==> src/rtl/tdes_pkg.sv <==
package tdes_pkg;

   // field widths of one item and one table entry
   localparam int TIME_W      = 17;
   localparam int CMD_W       = 9;
   localparam int TEMP_W      = 7;
   localparam int ENTRY_W     = TIME_W + CMD_W;
   localparam int LEAD_W      = 8;
   localparam int MODE_W      = 2;
   localparam int COUNT_OUT_W = 5;
   localparam int CSR_IDX_W   = 2;

   // time constants
   localparam int SECONDS_PER_HOUR = 60 * 60;
   localparam int SECONDS_PER_DAY  = 60 * 60 * 24;

   // table size default
   localparam int TABLE_DEPTH_DEFAULT = 16;

   // register reset values
   localparam logic [LEAD_W-1:0] LEAD_RESET = LEAD_W'(30);
   localparam logic [TIME_W-1:0] IDLE_RESET = TIME_W'(SECONDS_PER_HOUR);

   // item modes
   localparam logic [MODE_W-1:0] MODE_TICK  = 2'd0;
   localparam logic [MODE_W-1:0] MODE_ADD   = 2'd1;
   localparam logic [MODE_W-1:0] MODE_CLEAR = 2'd2;

   // register indexes
   localparam logic [CSR_IDX_W-1:0] CSR_LEAD = 2'd0;
   localparam logic [CSR_IDX_W-1:0] CSR_IDLE = 2'd1;

endpackage

==> src/rtl/tdes_ram.sv <==
module tdes_ram #(
   parameter int WIDTH = 8,
   parameter int DEPTH = 16
) (
   input  logic                     clock,
   input  logic                     wr_en,
   input  logic [$clog2(DEPTH)-1:0] wr_addr,
   input  logic [WIDTH-1:0]         wr_data,
   input  logic [$clog2(DEPTH)-1:0] rd_addr,
   output logic [WIDTH-1:0]         rd_data
);

   logic [WIDTH-1:0] mem_ff [DEPTH];

   // one write port, one registered read port
   always_ff @(posedge clock) begin
      if (wr_en) begin
         mem_ff[wr_addr] <= wr_data;
      end
      rd_data <= mem_ff[rd_addr];
   end

endmodule

==> src/rtl/time_of_day_event_scheduler_unit.sv <==
// Time-of-day event scheduler.
// Input channel (req_*): one item per handshake, accepted when req_valid is
// high and req_stall is low. Mode tick fires the head entry if it is due and
// rotates it to the tail, mode add inserts an entry in time-of-day order from
// now, mode clear empties the table; any other mode only reports.
// Result channel (rsp_*): exactly one result item per input item, held in an
// output register until taken (rsp_valid high, rsp_stall low).
// Config channel (csr_*): csr_ready is always high; index 0 is the fire lead
// in seconds, index 1 the wait reported for an empty table. Write only while
// no item is in flight.
// An add on a full table is dropped and sets rsp_status. Clear, report and a
// tick that is not due skip the walk over the entry table (one write port, one
// registered read port): one search read and one shift move per entry.
// req_stall is high from acceptance until the result is loaded into the
// output register; a new item may be accepted while that result still waits.
// If the receiver stalls, the next result waits in its last state until the
// output register frees up.
// Reset (synchronous): empty table, registers back to 30 s lead and 3600 s
// idle wait, no result pending. Table contents need no clearing.
module time_of_day_event_scheduler_unit
   import tdes_pkg::*;
#(
   parameter int TABLE_DEPTH = TABLE_DEPTH_DEFAULT
) (
   input  logic                   clock,
   input  logic                   reset,
   // input items
   input  logic                   req_valid,
   output logic                   req_stall,
   input  logic [MODE_W-1:0]      req_mode,
   input  logic [TIME_W-1:0]      req_now_seconds,
   input  logic [TIME_W-1:0]      req_entry_time,
   input  logic                   req_entry_on,
   input  logic                   req_entry_type,
   input  logic [TEMP_W-1:0]      req_entry_temp,
   // result items
   output logic                   rsp_valid,
   input  logic                   rsp_stall,
   output logic                   rsp_fired,
   output logic                   rsp_cmd_on,
   output logic                   rsp_cmd_type,
   output logic [TEMP_W-1:0]      rsp_cmd_temp,
   output logic [TIME_W-1:0]      rsp_wait_seconds,
   output logic                   rsp_status,
   output logic [COUNT_OUT_W-1:0] rsp_entry_count,
   // configuration writes
   input  logic                   csr_valid,
   output logic                   csr_ready,
   input  logic [CSR_IDX_W-1:0]   csr_index,
   input  logic [TIME_W-1:0]      csr_wdata
);

   localparam int IDX_W = $clog2(TABLE_DEPTH);
   localparam int CNT_W = $clog2(TABLE_DEPTH + 1);

   typedef enum logic [3:0] {
      IDLE,
      TICK_RD,
      TICK_CHK,
      SCAN,
      MOVE,
      MOVE_END,
      PUT,
      HEAD_RD,
      HEAD_USE
   } state_type;

   state_type           state_ff;
   logic [LEAD_W-1:0]   lead_ff;
   logic [TIME_W-1:0]   idle_ff;
   logic [CNT_W-1:0]    count_ff;
   logic [MODE_W-1:0]   mode_ff;
   logic [TIME_W-1:0]   now_ff;
   logic [ENTRY_W-1:0]  put_data_ff;
   logic [IDX_W-1:0]    put_addr_ff;
   logic [IDX_W-1:0]    cur_ff;
   logic [IDX_W-1:0]    end_ff;
   logic [IDX_W-1:0]    chk_ff;
   logic [IDX_W-1:0]    dst_ff;
   logic                dir_up_ff;
   logic                pend_ff;
   logic                vld_ff;
   logic                fwd_ff;
   logic                fired_ff;
   logic [CMD_W-1:0]    fcmd_ff;
   logic                status_ff;

   logic                   rsp_valid_ff;
   logic                   rsp_fired_ff;
   logic                   rsp_cmd_on_ff;
   logic                   rsp_cmd_type_ff;
   logic [TEMP_W-1:0]      rsp_cmd_temp_ff;
   logic [TIME_W-1:0]      rsp_wait_ff;
   logic                   rsp_status_ff;
   logic [COUNT_OUT_W-1:0] rsp_count_ff;

   // table port
   logic                wr_en;
   logic [IDX_W-1:0]    wr_addr;
   logic [ENTRY_W-1:0]  wr_data;
   logic [ENTRY_W-1:0]  rd_data;

   logic [TIME_W-1:0]   rd_time;
   logic [TIME_W-1:0]   new_time;
   logic [IDX_W-1:0]    last_idx;
   logic                count_full;
   logic [TIME_W:0]     fire_lim;
   logic                fire_hit;
   logic                scan_hit;
   logic [IDX_W-1:0]    scan_pos;
   logic [TIME_W:0]     wait_sum;
   logic [TIME_W-1:0]   head_wait;
   logic                rsp_free;
   logic [31:0]         count_wide;

   tdes_ram #(
      .WIDTH (ENTRY_W),
      .DEPTH (TABLE_DEPTH)
   ) u_table (
      .clock   (clock),
      .wr_en   (wr_en),
      .wr_addr (wr_addr),
      .wr_data (wr_data),
      .rd_addr (cur_ff),
      .rd_data (rd_data)
   );

   // handshake outputs
   assign req_stall = (state_ff != IDLE);
   assign csr_ready = 1'b1;
   assign rsp_free  = !rsp_valid_ff || !rsp_stall;

   // entry fields and table bounds
   assign rd_time    = rd_data[ENTRY_W-1 -: TIME_W];
   assign new_time   = put_data_ff[ENTRY_W-1 -: TIME_W];
   assign last_idx   = IDX_W'(count_ff - CNT_W'(1));
   assign count_full = (count_ff >= CNT_W'(TABLE_DEPTH));

   // fire test, no wrap on the sum
   assign fire_lim = {1'b0, now_ff} + (TIME_W + 1)'(lead_ff);
   assign fire_hit = ({1'b0, rd_time} < fire_lim);

   // insert search: forward stops at a later or past entry,
   // backward stops at an earlier or still-ahead entry
   always_comb begin
      if (fwd_ff) begin
         scan_hit = (rd_time > new_time) || (rd_time < now_ff);
         scan_pos = scan_hit ? chk_ff : chk_ff + IDX_W'(1);
      end else begin
         scan_hit = (rd_time < new_time) || (rd_time > now_ff);
         scan_pos = scan_hit ? chk_ff + IDX_W'(1) : '0;
      end
   end

   // wait until head, wrapped at midnight
   always_comb begin
      if (rd_time >= now_ff) begin
         wait_sum = {1'b0, rd_time} - {1'b0, now_ff};
      end else begin
         wait_sum = {1'b0, rd_time} + (TIME_W + 1)'(SECONDS_PER_DAY) - {1'b0, now_ff};
      end
      head_wait = (count_ff == '0) ? idle_ff : wait_sum[TIME_W-1:0];
   end

   assign count_wide = 32'(count_ff);

   // table writes: shift moves and the final put
   always_comb begin
      wr_en   = 1'b0;
      wr_addr = dst_ff;
      wr_data = rd_data;
      unique case (state_ff)
         MOVE: begin
            wr_en = pend_ff;
         end
         MOVE_END: begin
            wr_en = 1'b1;
         end
         PUT: begin
            wr_en   = 1'b1;
            wr_addr = put_addr_ff;
            wr_data = put_data_ff;
         end
         default: begin
         end
      endcase
   end

   // sequencer, registers and result register
   always_ff @(posedge clock) begin
      if (reset) begin
         state_ff     <= IDLE;
         count_ff     <= '0;
         lead_ff      <= LEAD_RESET;
         idle_ff      <= IDLE_RESET;
         rsp_valid_ff <= 1'b0;
         pend_ff      <= 1'b0;
         vld_ff       <= 1'b0;
      end else begin
         // configuration writes
         if (csr_valid && csr_ready) begin
            unique case (csr_index)
               CSR_LEAD: lead_ff <= csr_wdata[LEAD_W-1:0];
               CSR_IDLE: idle_ff <= csr_wdata;
               default: begin
               end
            endcase
         end

         if (rsp_valid_ff && !rsp_stall) begin
            rsp_valid_ff <= 1'b0;
         end

         unique case (state_ff)
            IDLE: begin
               if (req_valid) begin
                  mode_ff     <= req_mode;
                  now_ff      <= req_now_seconds;
                  put_data_ff <= {req_entry_time, req_entry_on, req_entry_type,
                                  req_entry_temp};
                  fired_ff    <= 1'b0;
                  fcmd_ff     <= '0;
                  status_ff   <= 1'b0;
                  cur_ff      <= '0;
                  vld_ff      <= 1'b0;
                  unique case (req_mode)
                     MODE_TICK: begin
                        state_ff <= (count_ff == '0) ? HEAD_RD : TICK_RD;
                     end
                     MODE_ADD: begin
                        if (count_full) begin
                           status_ff <= 1'b1;
                           state_ff  <= HEAD_RD;
                        end else if (count_ff == '0) begin
                           put_addr_ff <= '0;
                           state_ff    <= PUT;
                        end else if (req_entry_time > req_now_seconds) begin
                           fwd_ff   <= 1'b1;
                           end_ff   <= last_idx;
                           state_ff <= SCAN;
                        end else begin
                           fwd_ff   <= 1'b0;
                           cur_ff   <= last_idx;
                           end_ff   <= '0;
                           state_ff <= SCAN;
                        end
                     end
                     MODE_CLEAR: begin
                        count_ff <= '0;
                        state_ff <= HEAD_RD;
                     end
                     default: begin
                        state_ff <= HEAD_RD;
                     end
                  endcase
               end
            end

            TICK_RD: begin
               state_ff <= TICK_CHK;
            end

            // head entry due: rotate it to the tail
            TICK_CHK: begin
               if (fire_hit) begin
                  fired_ff    <= 1'b1;
                  fcmd_ff     <= rd_data[CMD_W-1:0];
                  put_data_ff <= rd_data;
                  put_addr_ff <= last_idx;
                  if (count_ff > CNT_W'(1)) begin
                     cur_ff    <= IDX_W'(1);
                     end_ff    <= last_idx;
                     dir_up_ff <= 1'b1;
                     pend_ff   <= 1'b0;
                     state_ff  <= MOVE;
                  end else begin
                     state_ff <= PUT;
                  end
               end else begin
                  state_ff <= HEAD_RD;
               end
            end

            // pipelined search, one entry read per cycle
            SCAN: begin
               chk_ff <= cur_ff;
               vld_ff <= 1'b1;
               if (cur_ff != end_ff) begin
                  cur_ff <= fwd_ff ? cur_ff + IDX_W'(1) : cur_ff - IDX_W'(1);
               end
               if (vld_ff && (scan_hit || (chk_ff == end_ff))) begin
                  vld_ff      <= 1'b0;
                  put_addr_ff <= scan_pos;
                  if (CNT_W'(scan_pos) == count_ff) begin
                     state_ff <= PUT;
                  end else begin
                     cur_ff    <= last_idx;
                     end_ff    <= scan_pos;
                     dir_up_ff <= 1'b0;
                     pend_ff   <= 1'b0;
                     state_ff  <= MOVE;
                  end
               end
            end

            // shift entries by one place, read and write overlapped
            MOVE: begin
               dst_ff  <= dir_up_ff ? cur_ff - IDX_W'(1) : cur_ff + IDX_W'(1);
               pend_ff <= 1'b1;
               if (cur_ff == end_ff) begin
                  state_ff <= MOVE_END;
               end else begin
                  cur_ff <= dir_up_ff ? cur_ff + IDX_W'(1) : cur_ff - IDX_W'(1);
               end
            end

            MOVE_END: begin
               pend_ff  <= 1'b0;
               state_ff <= PUT;
            end

            PUT: begin
               if (mode_ff == MODE_ADD) begin
                  count_ff <= count_ff + CNT_W'(1);
               end
               cur_ff   <= '0;
               state_ff <= HEAD_RD;
            end

            HEAD_RD: begin
               state_ff <= HEAD_USE;
            end

            // load the result once the output register is free
            HEAD_USE: begin
               if (rsp_free) begin
                  rsp_valid_ff    <= 1'b1;
                  rsp_fired_ff    <= fired_ff;
                  rsp_cmd_on_ff   <= fcmd_ff[CMD_W-1];
                  rsp_cmd_type_ff <= fcmd_ff[CMD_W-2];
                  rsp_cmd_temp_ff <= fcmd_ff[TEMP_W-1:0];
                  rsp_wait_ff     <= head_wait;
                  rsp_status_ff   <= status_ff;
                  rsp_count_ff    <= count_wide[COUNT_OUT_W-1:0];
                  state_ff        <= IDLE;
               end
            end

            default: begin
               state_ff <= IDLE;
            end
         endcase
      end
   end

   assign rsp_valid        = rsp_valid_ff;
   assign rsp_fired        = rsp_fired_ff;
   assign rsp_cmd_on       = rsp_cmd_on_ff;
   assign rsp_cmd_type     = rsp_cmd_type_ff;
   assign rsp_cmd_temp     = rsp_cmd_temp_ff;
   assign rsp_wait_seconds = rsp_wait_ff;
   assign rsp_status       = rsp_status_ff;
   assign rsp_entry_count  = rsp_count_ff;

   // the table never holds more entries than it has
   a_count_bound: assert property (@(posedge clock) disable iff (reset)
      count_ff <= CNT_W'(TABLE_DEPTH))
      else $error("entry count above table depth");

   // the count only grows by one or drops to empty
   a_count_step: assert property (@(posedge clock) disable iff (reset)
      (count_ff != $past(count_ff)) |->
         ((count_ff == $past(count_ff) + CNT_W'(1)) || (count_ff == '0)))
      else $error("entry count changed by an illegal step");

   // a new result only comes from the final sequencer state
   a_rsp_source: assert property (@(posedge clock) disable iff (reset)
      (rsp_valid_ff && !$past(rsp_valid_ff)) |-> ($past(state_ff) == HEAD_USE))
      else $error("result loaded outside the report state");

   // a fired tick never reports a dropped add
   a_fire_status: assert property (@(posedge clock) disable iff (reset)
      rsp_valid_ff |-> !(rsp_fired_ff && rsp_status_ff))
      else $error("fired and dropped flags both set");

endmodule

==> config.mk <==
export PLATFORM = sky130hd
export DESIGN_NAME = time_of_day_event_scheduler_unit
export DESIGN_NICKNAME = d
export VERILOG_FILES = /design/src/rtl/tdes_pkg.sv /design/src/rtl/tdes_ram.sv /design/src/rtl/time_of_day_event_scheduler_unit.sv
export SDC_FILE = /design/constraint.sdc
export NUM_CORES = 1
export LEC_CHECK = 0
export ABC_AREA = 0
export BUFFER_PORTS_ARGS = -buffer_cell sky130_fd_sc_hd__buf_2
export CORE_MARGIN = 4
export CORE_UTILIZATION = 67
export DETAILED_ROUTE_END_ITERATION = 8
export GPL_TIMING_DRIVEN = 0
export HOLD_SLACK_MARGIN = 0.05
export PLACE_DENSITY = 0.85
export SYNTH_ARGS = -nofsm -noshare
export SYNTH_HDL_FRONTEND = slang
export SYNTH_HIERARCHICAL = 1
export SYNTH_SLANG_ARGS = --single-unit
export TNS_END_PERCENT = 5
==> constraint.sdc <==
create_clock -name clock -period 7.9 [get_ports clock]
set_input_delay 0.395 -clock clock [delete_from_list [all_inputs] [get_ports clock]]
set_output_delay 0.395 -clock clock [all_outputs]
set_load 0.05 [all_outputs]
# Word-level counts from Yosys, hierarchy flattened
# Memories as Yosys holds them, arrays and structs flattened. A register that Yosys moved wholly into a read port is not among the register bits.
# Index checks and enable logic that the tools add are counted.
[word_totals] reg_bits=148 n_memories=1 mem_bits_rw=416 inputBits=69
[memory_table] memory="u_table.mem_ff" words=16 word_bits=26 read_ports=1 rd_clocked_by_memory_dff=1 write_ports=1 line="tdes_ram.sv:13" text="logic [WIDTH-1:0] mem_ff [DEPTH];"
[op_classes] n_eq_ne=30 addsub=9 muxes=83 reduce_logical=37 order_cmp=9 n_bitwise=3
[op_table] cell="2-to-1 mux 4 bit" n=38
[op_table] cell="2-to-1 mux 26 bit" n=3
[op_table] cell="one-hot mux 26 bit (2 select lines)" n=1
[op_table] cell="greater-than comparator 17 bit" n=3
[op_table] cell="one-hot mux 4 bit (9 select lines)" n=1
[op_table] cell="< comparator 17 bit" n=2
[op_table] cell="2-to-1 mux 17 bit" n=2
[op_table] cell="subtractor 17 bit" n=2
[op_table] cell="inequality test 2 bit, second input constant" n=12
[op_table] cell="one-hot mux 4 bit (3 select lines)" n=2
[op_table] cell="one-hot mux 4 bit (5 select lines)" n=1
[op_table] cell="adder 17 x 8 -> 18 bit" n=1
[op_table] cell="< comparator 17 x 18 -> 1 bit" n=1
[op_table] cell="2-to-1 mux 9 bit" n=2
[op_table] cell="one-hot mux 9 bit (2 select lines)" n=1
[op_table] cell="AND reduction 6 bit" n=3
[op_table] cell="adder 17 bit, second input constant" n=1
[op_table] cell="greater-or-equal comparator 17 bit" n=1
[op_table] cell="2-to-1 mux 1 bit" n=17
[op_table] cell="== test 4 x 3 -> 1 bit, second input constant" n=4
[op_table] cell="2-to-1 mux 5 bit" n=3
[op_table] cell="AND reduction 4 bit" n=3
[op_table] cell="one-hot mux 5 bit (2 select lines)" n=1
[op_table] cell="AND reduction 10 bit" n=1
[op_table] cell="other kinds (35)" n=65

# Longest topological paths before layout
# Gate-level depths: netlist of the first run.
[logic_depth] depth_word=8 ltp_mapped=21 depth_no_buf=21

# By module
# Netlist of the first run, hierarchy kept.
[modules_own_cells] mod="tdes_ram" area_per_inst_um2=16375.7 seq_area_each_um2=13012.5 n_inst=1 cells_per_inst=686
[modules_own_cells] mod="time_of_day_event_scheduler_unit" area_per_inst_um2=10339.9 seq_area_each_um2=4073.9 n_inst=1 cells_per_inst=1089

# Least setup slack after synthesis of the first run
# Ideal clock, no wire load.
[synth_timing] kind="register to register" from="register now_ff[0]" to="register fcmd_ff[0] (enable)" stages_incl_launch_ff=21 synth_period_minus_slack_ns=5.067 path_buffers=0 required_ns=7.467 arrival_time_ns=4.633 setup_time_ns=0.433 slack_ns=2.833 path_cell_list="edfxtp_1 > ha_1 > inv_1 > fa_1 > inv_1 > a21oi_1 > o21ai_0 > a21o_1 > nand2_1 > a21oi_1 > o21ai_0 > nand2b_1 > nand3_1 > xnor2_1 > ha_1 > o2111ai_1 > a21oi_1 > o31ai_1 > a211oi_1 > o21ai_0 > nor2b_1"
[synth_between] elab_chain_cells=4
[synth_rtl] element="start, declared" line="time_of_day_event_scheduler_unit.sv:73" text="logic [TIME_W-1:0] now_ff;"
[synth_rtl] element="start signal, assigned" line="time_of_day_event_scheduler_unit.sv:218" text="now_ff <= req_now_seconds;"
[synth_rtl] element="adder 17 x 8 -> 18 bit" line="time_of_day_event_scheduler_unit.sv:140" text="assign fire_lim = {1'b0, now_ff} + (TIME_W + 1)'(lead_ff);"
[synth_rtl] element="< comparator 17 x 18 -> 1 bit" line="time_of_day_event_scheduler_unit.sv:141" text="assign fire_hit = ({1'b0, rd_time} < fire_lim);"
[synth_rtl] element="inequality test 2 bit (no line)"
[synth_rtl] element="AND reduction 4 bit (no line)"
[synth_rtl] element="end signal, assigned" line="time_of_day_event_scheduler_unit.sv:267" text="fcmd_ff <= rd_data[CMD_W-1:0];"
[synth_rtl] element="end, declared" line="time_of_day_event_scheduler_unit.sv:85" text="logic [CMD_W-1:0] fcmd_ff;"
# No other way between the ends.
# A chain may end at the register's enable or synchronous reset.

# Worst setup path after layout of the first run
[layout_timing] from="register now_ff[0]" to="register fcmd_ff[6] (enable)"
# The elaborated chain is that of the path after synthesis.

==> results.txt, run 1 <==
- In this run the critical register-to-register path is captured at fcmd_ff[6].
- For this design, the sink count on the clock tree is 590.
- TritonCTS Buffers: 55
- Setup violations remaining at the end of the flow were counted as 0.
- The detail route stage leaves a number of antenna-violating nets equal to 0.
* Hold Path Stages: 3
- Antenna violations before repair: 1
- Synthesized cell area: 26700 sq um
- Post-synthesis instance total: approximately 1800
- Design area: approximately 31000 sq um
- Post-route fraction of the period consumed by the critical path: 61.9%
* Portion of the post-synthesis area used by sequential elements: 64.0%
* I/O pin total: 105
- Residual DRC: 0
- The commonest cells after synthesis are edfxtp_1, nand2_1, inv_1.
* Global-route total usage across every layer: 33.1%
- Most common cell in the netlist: edfxtp_1
- Counting flops and latches in the post-synthesis netlist gives 590.
* Largest voltage drop on the vdd net: 246 uV
* Initial Util: 68.5%
* FMAX: 205 MHz
- Switching power: around 3800 uW
- Rows: 72
- Relative to the synthesized area, the layout overhead comes to 15.2%.
* R2R depth: 21
* Die height: ~210 um
- The clock reaches the later pin of the worst-skew pair after 640 ps.
* Crit path required time: 8230 ps
* Leakage: 0.0112 uW
* Horizontal die dimension: 208 um
- HPWL after DPL: about 47 mm
* Register-to-register setup slack: roughly 3000 ps
- Largest net degree at the start of global routing: 27
- Count of buffers inserted at the top-level ports: 103
- Arrival time at the worst endpoint: 5220 ps
- CTS H-tree lvls: 2
* Startpoint of the lowest-slack hold path: rsp_stall
* Average footprint of a synthesized cell: 15.1 sq um
* DR pass1 iterations: 5
- Headroom to the max-slew limit came out at 10.6%.
- Counting I/O delays and the setup requirement, the final critical path takes ~4900 ps.
- Startpoint of the worst-slack reg-to-reg timing path: now_ff[0]
- Max_cap viols: 0
- Worst setup EP type: flip-flop
- Die outline area: 43100 sq um
- Top cell type's share of synthesized area: 59.2%
* Routed vias: around 17000
- Via count of the first global-routing pass: between 15000 and 20000
- Result of the run: finished, final reports clean
* TritonCTS clock tree: built
- End point of the worst hold path: rsp_valid
- By startpoint and endpoint, the worst setup path is classified as reg -> reg.
* Wire length of the first global-routing pass: 109 mm
- Total cell area at the placement stage: 28500 sq um
- Cell taking the most area after synthesis: edfxtp_1
* Number of buffers inserted for hold repair after clock tree synthesis: 39
* Number of buffers on the longest clock path: 3
- The tree is rooted in a clkbuf_16.
- Area of the core: 39000 sq um
* Share of layout cells above drive strength 1: 17.8%
* Starting DRT DRC Count: 1953
- The worst setup path is launched from a flip-flop.
- Multi-input combinational cell area: 8960 sq um
* Worst Max-Slew Pin Slew: 1330 ps
- By area the synthesized netlist is led by edfxtp_1, mux4_2, ha_1.
- Final Hold Fails: 0
- For this block, the routed nets add up to 71.9 mm of wire.
- Combinational cells account for 35.3% of the total power.
- Maximum clock skew at final layout: 34.5 ps
- Post-synthesis cell type count: 76
- When the netlist entered floorplanning its net count stood at about 2000.
- Synth warn: 6
- After detailed routing, the average wire length per cell comes to 28.0 um.
- The final max-slew violation count came to 0.
- Combined flip-flop and latch cell area: 17100 sq um
* Fill cell total of the finished layout: 2010
- Proportion of power drawn by the clock network: 25.4%
- Post_cts resized: 0
* Vias per cell: 6.74
- Top_reg_cell synth: edfxtp_1
* Setup repair after global routing missed its margin: false
- Post-synth EDFFs: around 530
* Critical Path Fanout Max: 19
- The congestion estimate from routability-driven global placement came to 0.935.
- Hold Crit Class: in -> reg
- The internal power of the cells totals 7110 uW.
* Switching share of power: 35.0%
- Fraction of power consumed by sequential logic: between 30% and 40%
- For this run the aggregate overflow at the end of global routing stands at 0.
- The final layout contains 2188 nets.
- After synthesis, the share of flip-flops with an asynchronous set or reset is 0%.
* Postcts setup bufs: 0
* Pwr/cell area: ~360 nW/um^2
- ANT cells: 0
- After routing, the total negative slack on setup checks comes to 0 ps.
- Clock edge transition at the registers on the reported setup and hold paths: 60 ps
[state kept, by name (all words and copies together), names as in the netlist, 2 cells and up]
name	count
mode_ff	2
fcmd_ff	9
chk_ff	4
rsp_entry_count	5
put_data_ff	26
idle_ff	17
now_ff	17
u_table/rd_data	26
lead_ff	8
dst_ff	4
rsp_cmd_temp	7
rsp_wait_seconds	17
count_ff	5
u_table/mem_ff	416
end_ff	4
put_addr_ff	4
state_ff	4
cur_ff	4
[power groups by stage]
stage	Sequential, uW	Combinational [uW]	Clock, uW
final	4300	3860	2770
after CTS	4290	3760	2780
after detailed placement	4350	3670	0
after global routing	4310	4150	2920
after global placement	4340	3430	0
after floorplan	4250	2610	0
[kinds of logic (layout without fill, tap and decap cells)]
family	Yosys count	after routing	synth area share [%]
buffers and inverters	174	447	2.98
flip-flops	590	590	64.0
other	1	1	0.0140
AND/OR/NAND/NOR	391	391	6.87
adder cells (fa/ha/maj)	115	115	5.78
AO/OA/AOI/OAI	295	295	7.37
multiplexers	141	141	10.8
XOR/XNOR	68	68	2.26
[metrics by stage]
| step | hold slack, ps | power [uW] | util [%] | setup slack, ps | instances |
|---|---|---|---|---|---|
| 2_1_floorplan | 400 | 6860 | - | 2830 | 1775 |
| 3_3_place_gp | 401 | 7770 | 71.5 | 977 | 2396 |
| 4_1_cts | 51.0 | 10800 | 78.9 | 3060 | 2562 |
| 6_report | 72.6 | 10900 | 78.9 | 3010 | 2566 |
| 3_5_place_dp | 411 | 8020 | 73.0 | 3100 | 2422 |
| 5_1_grt | 64.1 | 11400 | 78.9 | 2650 | 2566 |
[cell usage in the layout (no fill, tap or decap), drive strengths merged, types with 30 or more instances in the layout]
cell	synthesis	final
edfxtp	527	527
buf	27	159
nand2	158	158
clkbuf	45	105
mux4	104	104
inv	102	103
ha	101	101
nor2	86	86
a21oi	74	74
dfxtp	63	63
o21ai	55	55
a22oi	52	52
xnor2	52	52
dlygate4sd3	0	39
clkinv	0	32
nor3	30	30
[layout make-up]
cell class	count	share of cell area [%]
Buffer	72	1.34
Sequential cell	590	55.5
Inverter	102	1.24
Clock buffer	59	4.52
Clock inverter	42	1.58
Timing Repair Buffer	172	4.62
Tap cell	518	2.11
Multi-Input combinational cell	1011	29.1
[layer usage]
layer	wire length [um]	vias up	global-route usage, %
li1	-	7282	-
met1	26000	8565	43.3
met2	35500	1204	55.1
met3	6880	237	5.86
met4	3470	0	14.8
met5	0	-	0
[worst max-delay path: stages, from the launching register on]
cell	delay, ps
edfxtp_1	400
ha_1	190
inv_1	60
fa_1	400
inv_1	80
a21oi_1	60
o21ai_0	280
a21o_1	170
nand2_1	60
a21oi_1	200
o21ai_0	120
nand2b_1	230
nand3_1	140
xnor2_1	140
ha_1	280
o2111ai_1	110
a21oi_1	80
o31ai_1	310
a211oi_1	210
o21ai_0	210
nor2b_4	600
buf_16	250
[worst max path at each step]
stage | from | endpoint | cells past startpoint
after floorplan | now_ff[0] | fcmd_ff[0] | 20
after detailed placement | now_ff[0] | put_data_ff[8] | 21
final | now_ff[0] | fcmd_ff[6] | 21
after CTS | now_ff[0] | put_data_ff[4] | 21
after global routing | now_ff[0] | put_data_ff[8] | 20
after global placement | state_ff[2] | u_table/mem_ff[0][17] | 7
Power figures use the tool's default switching activity.
==> inputs of run 2 (changes only) <==
--- a/config.mk
+++ b/config.mk
@@ -5,14 +5,14 @@
 export SDC_FILE = /design/constraint.sdc
 export NUM_CORES = 1
 export LEC_CHECK = 0
-export ABC_AREA = 0
+export ABC_AREA = 1
 export BUFFER_PORTS_ARGS = -buffer_cell sky130_fd_sc_hd__buf_2
 export CORE_MARGIN = 4
-export CORE_UTILIZATION = 67
+export CORE_UTILIZATION = 56
 export DETAILED_ROUTE_END_ITERATION = 8
 export GPL_TIMING_DRIVEN = 0
 export HOLD_SLACK_MARGIN = 0.05
-export PLACE_DENSITY = 0.85
+export PLACE_DENSITY = 0.76
 export SYNTH_ARGS = -nofsm -noshare
 export SYNTH_HDL_FRONTEND = slang
 export SYNTH_HIERARCHICAL = 1
==> constraint.sdc (replaced) <==
create_clock -name clock -period 4.34 [get_ports clock]
set_input_delay 0.217 -clock clock [delete_from_list [all_inputs] [get_ports clock]]
set_output_delay 0.217 -clock clock [all_outputs]
set_load 0.05 [all_outputs]
==> results.txt, run 2 <==
- Global-route total usage across every layer: 29.7% (was 33.1%)
- The final setup violation count was 0 (unchanged).
- Horizontal die dimension: 234 um (was 208 um)
- Library cell used as clock root buffer: clkbuf_16 (unchanged)
- Setup repair after global routing missed its margin: false (unchanged)
- Register ranked first by flip-flop count: u_table/mem_ff (unchanged)
- Wire length reported by the detailed router: 82.0 mm (was 71.9 mm)
- The first-pass GRT wire length is 123 mm (was 109 mm).
- Fin worst setup slack: 242 ps (was 3010 ps)
- The class of the most critical hold timing path was in -> reg (unchanged).
- Arrival time at the worst endpoint: 4360 ps (was 5220 ps)
- Total power: 21600 uW (was 10900 uW)
- Crit Path Class: reg -> reg (unchanged)
- Worst Max-Slew Pin Slew: 1180 ps (was 1330 ps)
- Via count of the first global-routing pass: 22149 (was 17862)
- The detail-routed via count per cell is 5.64 (was 6.74).
- Most numerous cell types in the synthesized netlist: nand2_1, edfxtp_1, inv_1 (was edfxtp_1, nand2_1, inv_1).
- The data required time of the worst path came to 4600 ps (was 8230 ps).
* Worst slack after detailed placement: -869 ps (was 3100 ps)
- The worst hold endpoint was idle_ff[12] (was rsp_valid).
- The worst max-slew margin expressed relative to the limit came to 20.6% (was 10.6%).
- The type of destination of the critical path was a flip-flop (unchanged).
- Post-synthesis cell type count: 49 (was 76)
- Final core utilization: 66.3% (was 78.9%)
* Net count, final: 3412 (was 2188)
- Leakage: 0.0146 uW (was 0.0112 uW)
- The share of synthesized area occupied by flip-flops and latches was 59.9% (was 64.0%).
- The total clock buffers created by CTS came to 59 (was 55).
- Average footprint of a synthesized cell: 9.62 sq um (was 15.1 sq um)
- The post-route fraction of the period consumed by the critical path was 94.4% (was 61.9%).
* Met1 Use GR: 37.2% (was 43.3%)
* Rows: 82 (was 72)
* Cell taking the most area after synthesis: edfxtp_1 (unchanged)
- The top achievable clock speed was 244 MHz (was 205 MHz).
* R2R depth: 10 (was 21)
- Async S/R FF share, synth: 0% (unchanged)
* Most common library cell in the layout ignoring fill and taps: nand2_1 (was edfxtp_1)
- Initial Util: 56.7% (was 68.5%)
* Area growth syn-to-layout: 17.0% (was 15.2%)
* Count of buffers inserted at the top-level ports: 103 (unchanged)
* HPWL after DPL: 56.0 mm (was 46.5 mm)
- Top area cells in the synthesized netlist: edfxtp_1, nand2_1, nand3_1 (was edfxtp_1, mux4_2, ha_1).
* Share of layout cells above drive strength 1: 10.6% (was 17.8%)
* Most common cell in the netlist: nand2_1 (was edfxtp_1)
- Synthesized cell area: 28500 sq um (was 26700 sq um)
- Area of the core: 50300 sq um (was 39000 sq um)
- Post-synth EDFFs: 527 (unchanged)
* Register-to-register setup slack: 240 ps (was 3010 ps)
- DR pass1 iterations: 6 (was 5)
- Top flop regs: u_table/mem_ff (416), put_data_ff (26), u_table/rd_data (26) (unchanged).
* Clock latency of the later-clocked register in the worst-skew pair: 670 ps (was 640 ps)
- The full die area came to 54600 sq um (was 43100 sq um).
- Highest-count cells in the layout ignoring fill and taps: nand2_1, edfxtp_1, inv_1 (was edfxtp_1, nand2_1, buf_2).
- The maximum ir drop on the vdd rail is 424 uV (was 246 uV).
* Number of buffers on the longest clock path: 3 (unchanged)
- I/O pin total: 105 (unchanged)
- The nature of the critical path startpoint is a flip-flop (unchanged).
- The maximum level of the CTS H-tree came to 2 (unchanged).
- Routed vias: 22273 (was 17288)
- The final global-route overflow total is 0 (unchanged).
- The top cell type's share of synthesized area is 55.5% (was 59.2%).
- The met3 usage came to 5.34% (was 5.86%).
- Flop and latch count out of synthesis: 590 (unchanged)
- Top_reg_cell synth: edfxtp_1 (unchanged)
- Post-synthesis instance total: 2963 (was 1775)
- Largest net degree at the start of global routing: 27 (unchanged)
- The power density over the cells came to 649 nW/um^2 (was 355 nW/um^2).
* Number of pins exceeding their max-slew limit in the final report: 0 (unchanged)
- Average wire per cell in the routed design: 20.8 um (was 28.0 um)
* ANT cells: 0 (unchanged)
* Die height: 234 um (was 208 um)
- The design area is 33300 sq um (was 30800 sq um).
- Result of the run: finished, final reports clean (unchanged).
- Busiest grt layer: met2 (unchanged)
- Maximum clock skew at final layout: 34.8 ps (was 34.5 ps)
- The post-detailed-route count of antenna-violating nets was 0 (unchanged).
- The number of sinks handled by clock tree synthesis came to 590 (unchanged).
* Global-route track usage on met2: 50.1% (was 55.1%)
* TritonCTS clock tree: built (unchanged)
- The number of nets produced by synthesis was 3147 (was 1959).
- R2R Path End: u_table/mem_ff[5][12] (was fcmd_ff[6])
- Final Hold Fails: 0 (unchanged)
* Max_cap viols: 0 (unchanged)
* Startpoint of the worst-slack reg-to-reg timing path: state_ff[2] (was now_ff[0])
- The area of placed instances was 30500 sq um (was 28500 sq um).
* Global placer's final weighted congestion: 0.921 (was 0.935)
* Residual DRC: 0 (unchanged)
- The final sum of negative setup slack came to 0 ps (unchanged).
* Final critical-path required period: 4100 ps (was 4890 ps)
- Starting DRT DRC Count: 2396 (was 1953)
- The number of instances on the worst hold path is 4 (was 3).
- Antenna violations before repair: 2 (was 1)
- The count of yosys warnings during synthesis came to 6 (unchanged).
* Startpoint of the lowest-slack hold path: csr_index[1] (was rsp_stall)
* Clock edge transition at the registers on the reported setup and hold paths: 60 ps (about the same)
- Max reg flops: 416 (unchanged)
- The largest driver fanout on the critical path came to 26 (was 19).
==> run 2: cell types whose count changed in the layout (fill, tap and decap cells not counted), moves of 44 or more <==
| cell | change |
|---|---|
| o21ai_0 | +44 |
| inv_1 | +383 |
| nand2_1 | +634 |
| nand3_1 | +346 |
| a22oi_1 | -51 |
| mux4_2 | -68 |
==> run 2: how the worst max path moves through the flow <==
| stage | slack, ps | end | start |
|---|---|---|---|
| 2_1_floorplan | 190 | fcmd_ff[0] | now_ff[0] |
| 3_3_place_gp | -940 | u_table/mem_ff[9][14] | state_ff[2] |
| 3_5_place_dp | -870 | put_data_ff[7] | now_ff[0] |
| 4_1_cts | 9 | put_data_ff[15] | now_ff[0] |
| 5_1_grt | 20 | end_ff[2] | now_ff[0] |
| 6_report | 240 | u_table/mem_ff[5][12] | state_ff[2] |
==> run 2: cell families (layout without fill, tap and decap cells) <==
family	after synthesis	in the layout	synth area share, %
flops	590	590	59.9
buf+inv	604	919	8.25
other cells	1	1	0.0132
fa+ha+maj	115	115	5.42
compound gates	248	249	4.70
xor+xnor	52	52	1.60
simple gates	1353	1353	20.1
==> run 2: metal layers <==
layer	wire length, um	vias to the layer above
met5	0	-
met4	4180	0
met3	7590	269
met2	39300	1238
met1	31000	10506
li1	-	10260
==> run 2: worst max-delay path, stage by stage (launching register included) <==
cell      delay (ps)
dfxtp_1          360
inv_1             70
nor2_1           150
inv_1            100
nor3_2           560
buf_2            440
clkbuf_1         430
nand2_1          110
nand2_1          180
nand3b_1         360
nor2_4           920
==> run 2: stage by stage <==
step,cells,hold slack (ps)
2_1_floorplan,2963,316
3_3_place_gp,3738,405
3_5_place_dp,3769,405
4_1_cts,3949,57.8
5_1_grt,3951,131
6_report,3951,105
==> run 2: timing repair <==
action | CTS | global route
pin swaps | 2 | 4
setup endpoints to repair | 48 | 51
endpoints found under the hold margin | 76 | 0
cloned | 1 | 0
setup buffers | 2 | 2
hold buffers | 65 | 0
gates resized for setup | 4 | 8
==> run 2: final cells by class <==
class,instances,area [sq um]
Sequential cell,590,17100
Fill cell,3776,16900
Multi-Input combinational cell,1770,9270
Inverter,494,1850
Timing Repair Buffer,203,1720
Clock buffer,79,1700
Tap cell,672,841
Buffer,110,497
Clock inverter,33,380
==> run 2: report_power, final <==
group	internal, uW	switching [uW]	leakage, uW
combinational	2450	5930	0.00826
sequential	7560	331	0.00530
clock	3130	2240	0.00103
total	13100	8500	0.0146
